**src/design/wga_pkg.sv**
```systemverilog
`timescale 1ns / 1ps
// ----------------------------------------------------------------------------
// wga_pkg
// shared types, widths and the saturating accumulate for the weighted gram
// matrix accumulator
// ----------------------------------------------------------------------------
package wga_pkg;

   localparam int unsigned COLS_MAX = 8;
   localparam int unsigned DATA_W   = 16;
   localparam int unsigned WX_W     = 2 * DATA_W;
   localparam int unsigned PROD_W   = 3 * DATA_W;
   localparam int unsigned SUM_W    = 64;
   localparam int unsigned ENERGY_W = 63;
   localparam int unsigned CNT_W    = 4;

   localparam logic [CNT_W-1:0] CFG_COLS_RESET = CNT_W'(8);

   localparam logic signed [SUM_W-1:0] SUM_MAX = {1'b0, {(SUM_W-1){1'b1}}};
   localparam logic signed [SUM_W-1:0] SUM_MIN = {1'b1, {(SUM_W-1){1'b0}}};

   typedef struct packed {
      logic signed [DATA_W-1:0] x_col0;
      logic signed [DATA_W-1:0] x_col1;
      logic signed [DATA_W-1:0] x_col2;
      logic signed [DATA_W-1:0] x_col3;
      logic signed [DATA_W-1:0] x_col4;
      logic signed [DATA_W-1:0] x_col5;
      logic signed [DATA_W-1:0] x_col6;
      logic signed [DATA_W-1:0] x_col7;
      logic signed [DATA_W-1:0] row_weight;
      logic signed [DATA_W-1:0] row_response;
      logic                     last_row;
   } req_type;

   typedef struct packed {
      logic signed [SUM_W-1:0] gram_c0;
      logic signed [SUM_W-1:0] gram_c1;
      logic signed [SUM_W-1:0] gram_c2;
      logic signed [SUM_W-1:0] gram_c3;
      logic signed [SUM_W-1:0] gram_c4;
      logic signed [SUM_W-1:0] gram_c5;
      logic signed [SUM_W-1:0] gram_c6;
      logic signed [SUM_W-1:0] gram_c7;
      logic signed [SUM_W-1:0] weighted_cross;
      logic [ENERGY_W-1:0]     weighted_energy;
      logic                    weight_error;
      logic                    last_result;
   } rsp_type;

   // accumulate stage control, aligned with the registered products
   typedef struct packed {
      logic             add;
      logic             bad;
      logic [CNT_W-1:0] cols;
   } acc_ctl_type;

   // readout control: shift moves one matrix row out, clear ends the batch
   typedef struct packed {
      logic shift;
      logic clear;
   } emit_ctl_type;

   function automatic logic signed [SUM_W-1:0] sat_add(
      input logic signed [SUM_W-1:0]  acc,
      input logic signed [PROD_W-1:0] inc
   );
      logic signed [SUM_W:0] sum;
      sum = {acc[SUM_W-1], acc} + {{(SUM_W+1-PROD_W){inc[PROD_W-1]}}, inc};
      if (sum[SUM_W] != sum[SUM_W-1]) begin
         return sum[SUM_W] ? SUM_MIN : SUM_MAX;
      end
      return sum[SUM_W-1:0];
   endfunction

endpackage

```
**src/design/wga_merge.sv**
```systemverilog
`timescale 1ns / 1ps
// ----------------------------------------------------------------------------
// wga_merge
// energy accumulator, batch error flag and the result register that gathers
// the lane heads into one result beat
// ----------------------------------------------------------------------------
module wga_merge #(
   parameter int unsigned COLS = wga_pkg::COLS_MAX
) (
   input  logic                                  clock,
   input  logic                                  reset,
   input  logic signed [wga_pkg::DATA_W-1:0]     weight_a,
   input  logic signed [wga_pkg::DATA_W-1:0]     z_a,
   input  logic signed [wga_pkg::DATA_W-1:0]     z_b,
   input  wga_pkg::acc_ctl_type                  acc_ctl,
   input  wga_pkg::emit_ctl_type                 emit_ctl,
   input  logic [wga_pkg::CNT_W-1:0]             emit_cols,
   input  logic [COLS-1:0][wga_pkg::SUM_W-1:0]   gram_heads,
   input  logic signed [wga_pkg::SUM_W-1:0]      cross_head,
   output logic                                  rsp_valid,
   output wga_pkg::rsp_type                      rsp_payload
);
   import wga_pkg::*;

   logic signed [WX_W-1:0]   wz_ff;
   logic signed [PROD_W-1:0] wzz_ff;
   logic signed [SUM_W-1:0]  energy_ff;
   logic                     bad_ff;
   logic                     rsp_valid_ff;
   rsp_type                  rsp_ff;
   rsp_type                  rsp_in;
   logic [COLS_MAX-1:0][SUM_W-1:0] gram_full;

   always_ff @(posedge clock) begin
      wz_ff  <= weight_a * z_a;
      wzz_ff <= wz_ff * z_b;
   end

   always_ff @(posedge clock) begin
      if (reset || emit_ctl.clear) begin
         energy_ff <= '0;
         bad_ff    <= 1'b0;
      end else begin
         if (acc_ctl.add) begin
            energy_ff <= sat_add(energy_ff, wzz_ff);
         end
         if (acc_ctl.bad) begin
            bad_ff <= 1'b1;
         end
      end
   end

   // columns outside the count in use read as zero
   for (genvar c = 0; c < COLS_MAX; c++) begin : g_col
      if (c < COLS) begin : g_on
         assign gram_full[c] = (CNT_W'(c) < emit_cols) ? gram_heads[c] : '0;
      end else begin : g_off
         assign gram_full[c] = '0;
      end
   end

   always_comb begin
      rsp_in.gram_c0         = gram_full[0];
      rsp_in.gram_c1         = gram_full[1];
      rsp_in.gram_c2         = gram_full[2];
      rsp_in.gram_c3         = gram_full[3];
      rsp_in.gram_c4         = gram_full[4];
      rsp_in.gram_c5         = gram_full[5];
      rsp_in.gram_c6         = gram_full[6];
      rsp_in.gram_c7         = gram_full[7];
      rsp_in.weighted_cross  = cross_head;
      rsp_in.weighted_energy = energy_ff[ENERGY_W-1:0];
      rsp_in.weight_error    = bad_ff;
      rsp_in.last_result     = emit_ctl.clear;
   end

   always_ff @(posedge clock) begin
      if (emit_ctl.shift) begin
         rsp_ff <= rsp_in;
      end
   end

   always_ff @(posedge clock) begin
      if (reset) begin
         rsp_valid_ff <= 1'b0;
      end else begin
         rsp_valid_ff <= emit_ctl.shift;
      end
   end

   assign rsp_valid   = rsp_valid_ff;
   assign rsp_payload = rsp_ff;

endmodule

```
**config.mk**
```make
export PLATFORM = sky130hd
export DESIGN_NAME = wga_merge
export DESIGN_NICKNAME = d
export VERILOG_FILES = /design/src/design/wga_pkg.sv /design/src/design/wga_merge.sv
export SDC_FILE = /design/constraint.sdc
export NUM_CORES = 2
export LEC_CHECK = 0
export BUFFER_PORTS_ARGS = -buffer_cell sky130_fd_sc_hd__buf_2
export CORE_AREA = 2 2 499 501
export DETAILED_ROUTE_END_ITERATION = 8
export DIE_AREA = 0 0 501 503
export PLACE_DENSITY = 0.38
export SYNTH_ARGS = -nofsm -noshare
export SYNTH_HDL_FRONTEND = slang
export SYNTH_SLANG_ARGS = --single-unit
```
**constraint.sdc**
```tcl
create_clock -name clock -period 6.85 [get_ports clock]
set_clock_uncertainty 0.1 [all_clocks]
set_input_delay 1.37 -clock clock [delete_from_list [all_inputs] [get_ports clock]]
set_output_delay 1.37 -clock clock [all_outputs]
set_load 0.01 [all_outputs]
```
==> results.cfg <==
[grt]
grt_pass1_wl_um = 397000
grt_max_degree = 130
antenna_found_initial = 136
grt_overflow = 0
grt.total_usage_pct = 23.2
first_global_vias = 45900

[clock_tree]
cts_root_buf = clkbuf_16
clockBufferDepth = 3
cts_tree = built
ctsHoldBuffers = 0
worstSkewPairLatency_ns = 0.79
path_clk_slew_ns = 0.05
cts_buffers = 101
cts_sinks = 787
h-tree-depth = 3

[run_status]
status = complete, no violations

[floorplan]
core_area_um2 = 247000
rows = 183
initial_utilization_pct = 23.3
design.die.area_um2 = 252000
die_width_um = 501
die_h_um = 503
ios = 1280

[critical_path]
cp-startpoint = z_b[12]
cp_max_fo = 6
ff2ff_setup_slack_ns = 0.36
cp.arrival_ns = 7.36
end_kind = register
crit_path_start_kind = input pin
r2r-start = wz_ff[7]$_DFF_P_
rr_worst_depth = 24
path_class = input pin to register
endpoint = wzz_ff[46]$_DFF_P_
critical_path_required_ns = 7.41
timing.rr.end = wzz_ff[46]$_DFF_P_

[job]
maxCapViolCount = 0

[timing]
hold_ws_ns = 0.335
min_period_over_period_pct = 99.3
slew_headroom_pct = 24.6
rsz0062_at_grt = yes
tightest_slew_ns = 1.13
fin_crit_ns = 6.81
timing.final.ws_setup_ns = 0.0450
max_freq_mhz = 147
hold_viol = 0
setup_viol = 0
slew_violations = 0

[yosys]
yosysSeqAreaShare_pct = 38.4
synth_compound_area_share_pct = 6.36
syn_inst = 5186
syn_avg_cell_area_um2 = 11.1
synth_seq_cells = 787
netlist-cell-type-count = 74
ys_warn_count = 0
synthTopCellsByCount = inv_1, fa_1, edfxtp_1, and2_1, nand2_1
synth_fa_ha_area_share_pct = 31.6
synth_area_leaders = edfxtp_1, fa_1, inv_1
syn-cell-area_um2 = 57700
synth_edf_count = 641
synth_xor_area_share_pct = 2.13
yosys.cell_count.top_type = inv_1
synth_top_area_share_pct = 33.4
yosysTopAreaCell = edfxtp_1
syn_nets = 6833
synth.area.mux_share_pct = 0.0174
synth-simple-area-share_pct = 14.3
async_reset_ff_share_pct = 0
synth_top_family_by_area = adder cells
synthFlopType = edfxtp_1

[placed_design]
place_inst = 9947
place_ws_ns = -1.31
dp_hpwl_um = 254000
gp_congestion = 0.914
io_buffers = 1275

[cells_and_area]
fin_cells = 10200
layout.nets = 8473
syn2layout_area_growth_pct = 32.3
layout-drive-gt1-share_pct = 30.0

[route]
avgRoutedWirePerCell_um = 29.4
viasPerCell = 4.45
drc = 0
drtIter0Drc = 4098
drt-pass1-iter-count = 7
ant_nets = 0
vias = 45500
routed_wl_um = 301000

[min_path]
hold_class = register to register
==> repair_timing <==
item	in CTS	in global routing
endpoints found under the hold margin	0	0
setup buffers	2	10
pin swaps	9	100
endpoints found under the setup margin	19	19
gates cloned	0	4
resized for setup	27	168
==> worst max-delay path: stages <==
cell and delay [ns]:
buf_12 0.12, buf_12 0.14, buf_6 0.12, and2_4 0.13, fa_1 0.49, inv_2 0.04
fa_1 0.52, inv_1 0.05, fa_1 0.46, fa_1 0.45, fa_1 0.52, inv_1 0.05
fa_1 0.49, inv_1 0.05, ha_1 0.34, o2111a_1 0.25, o211ai_1 0.14, a31oi_2 0.20
o21ai_4 0.13, o21ai_4 0.21, nand3_4 0.11, a31oi_4 0.20, buf_6 0.17, a21oi_4 0.08
buf_6 0.12, o41ai_4 0.21, xor2_1 0.19
==> routing by layer <==
metal  track usage, %  vias up  wire length [um]  part of all wire [%]
met5            0.990        -               346                  0.11
met4             4.68       62              5500                   1.8
met3             8.14      300             28200                   9.4
met1             35.0    23500            149000                    50
met2             31.3     1788            118000                    39
li1                 -    19800                 -                     -
==> worst min path at each step <==
stage / startpoint / end / slack, ns / cells past startpoint
after floorplan: bad_ff$_SDFFE_PP0P_ / rsp_payload[1]$_DFFE_PP_ / 0.31 / 0
after global placement: bad_ff$_SDFFE_PP0P_ / rsp_payload[1]$_DFFE_PP_ / 0.32 / 0
after detailed placement: bad_ff$_SDFFE_PP0P_ / rsp_payload[1]$_DFFE_PP_ / 0.33 / 0
after CTS: bad_ff$_SDFFE_PP0P_ / rsp_payload[1]$_DFFE_PP_ / 0.33 / 0
after global routing: energy_ff[37]$_SDFFE_PP0P_ / rsp_payload[39]$_DFFE_PP_ / 0.36 / 0
final: bad_ff$_SDFFE_PP0P_ / rsp_payload[1]$_DFFE_PP_ / 0.34 / 0
==> final cells by class <==
type | instances | area [um^2]
clock buffers | 133 | 2760
well taps | 3237 | 4050
clock inverters | 59 | 683
diodes | 79 | 198
flip-flops and latches | 787 | 22200
multi-input cells | 3304 | 32200
fillers | 25700 | 171000
inverters | 881 | 3310
repair buffers | 1751 | 10900
==> layout by cell type (no fill, tap or decap), types with 23 or more instances in the layout <==
master and instances:
buf_2 1246, inv_1 867, fa_1 726, edfxtp_1 641
and2_1 487, nand2_1 477, buf_4 406, nor2b_1 323
ha_1 237, a21oi_1 175, o21ai_0 146, dfxtp_1 145
clkbuf_16 108, xnor2_1 105, nor2_1 98, diode_2 79
buf_12 53, a21o_1 52, o21ai_1 43, xor2_1 35
nand2b_1 30, buf_6 29, nand3_1 26, o21bai_1 24
clkbuf_1 24, fa_2 23
==> kinds of logic (layout without fill, tap and decap cells) <==
kind of cell	Yosys count	after routing
AO/OA/AOI/OAI	598	598
other	0	79
AND/OR/NAND/NOR	1556	1556
buffers and inverters	1095	2824
flip-flops	787	787
XOR/XNOR	140	140
multiplexers	1	1
adder cells (fa/ha/maj)	1009	1009
==> through the flow <==
step                      instance area (um^2)  setup TNS, ns  utilization [%]
after floorplan                          58300         -0.223                -
after global placement                   71700         -27.79             29.0
after detailed placement                 71700         -30.57             29.0
after CTS                                75300              0             30.5
after global routing                     76100         -0.215             30.8
final                                    76300              0             30.9
==> registers in the layout, indices dropped and copies added (netlist names) <==
| signal | flops |
|---|---|
| rsp_payload | 641 |
| energy_ff | 64 |
| wzz_ff | 48 |
| wz_ff | 32 |
| bad_ff | 1 |
| rsp_valid | 1 |
Power is left out: the tool's default activity adds up to more than one toggle a clock period on the data nets, which glitch-free logic cannot reach.
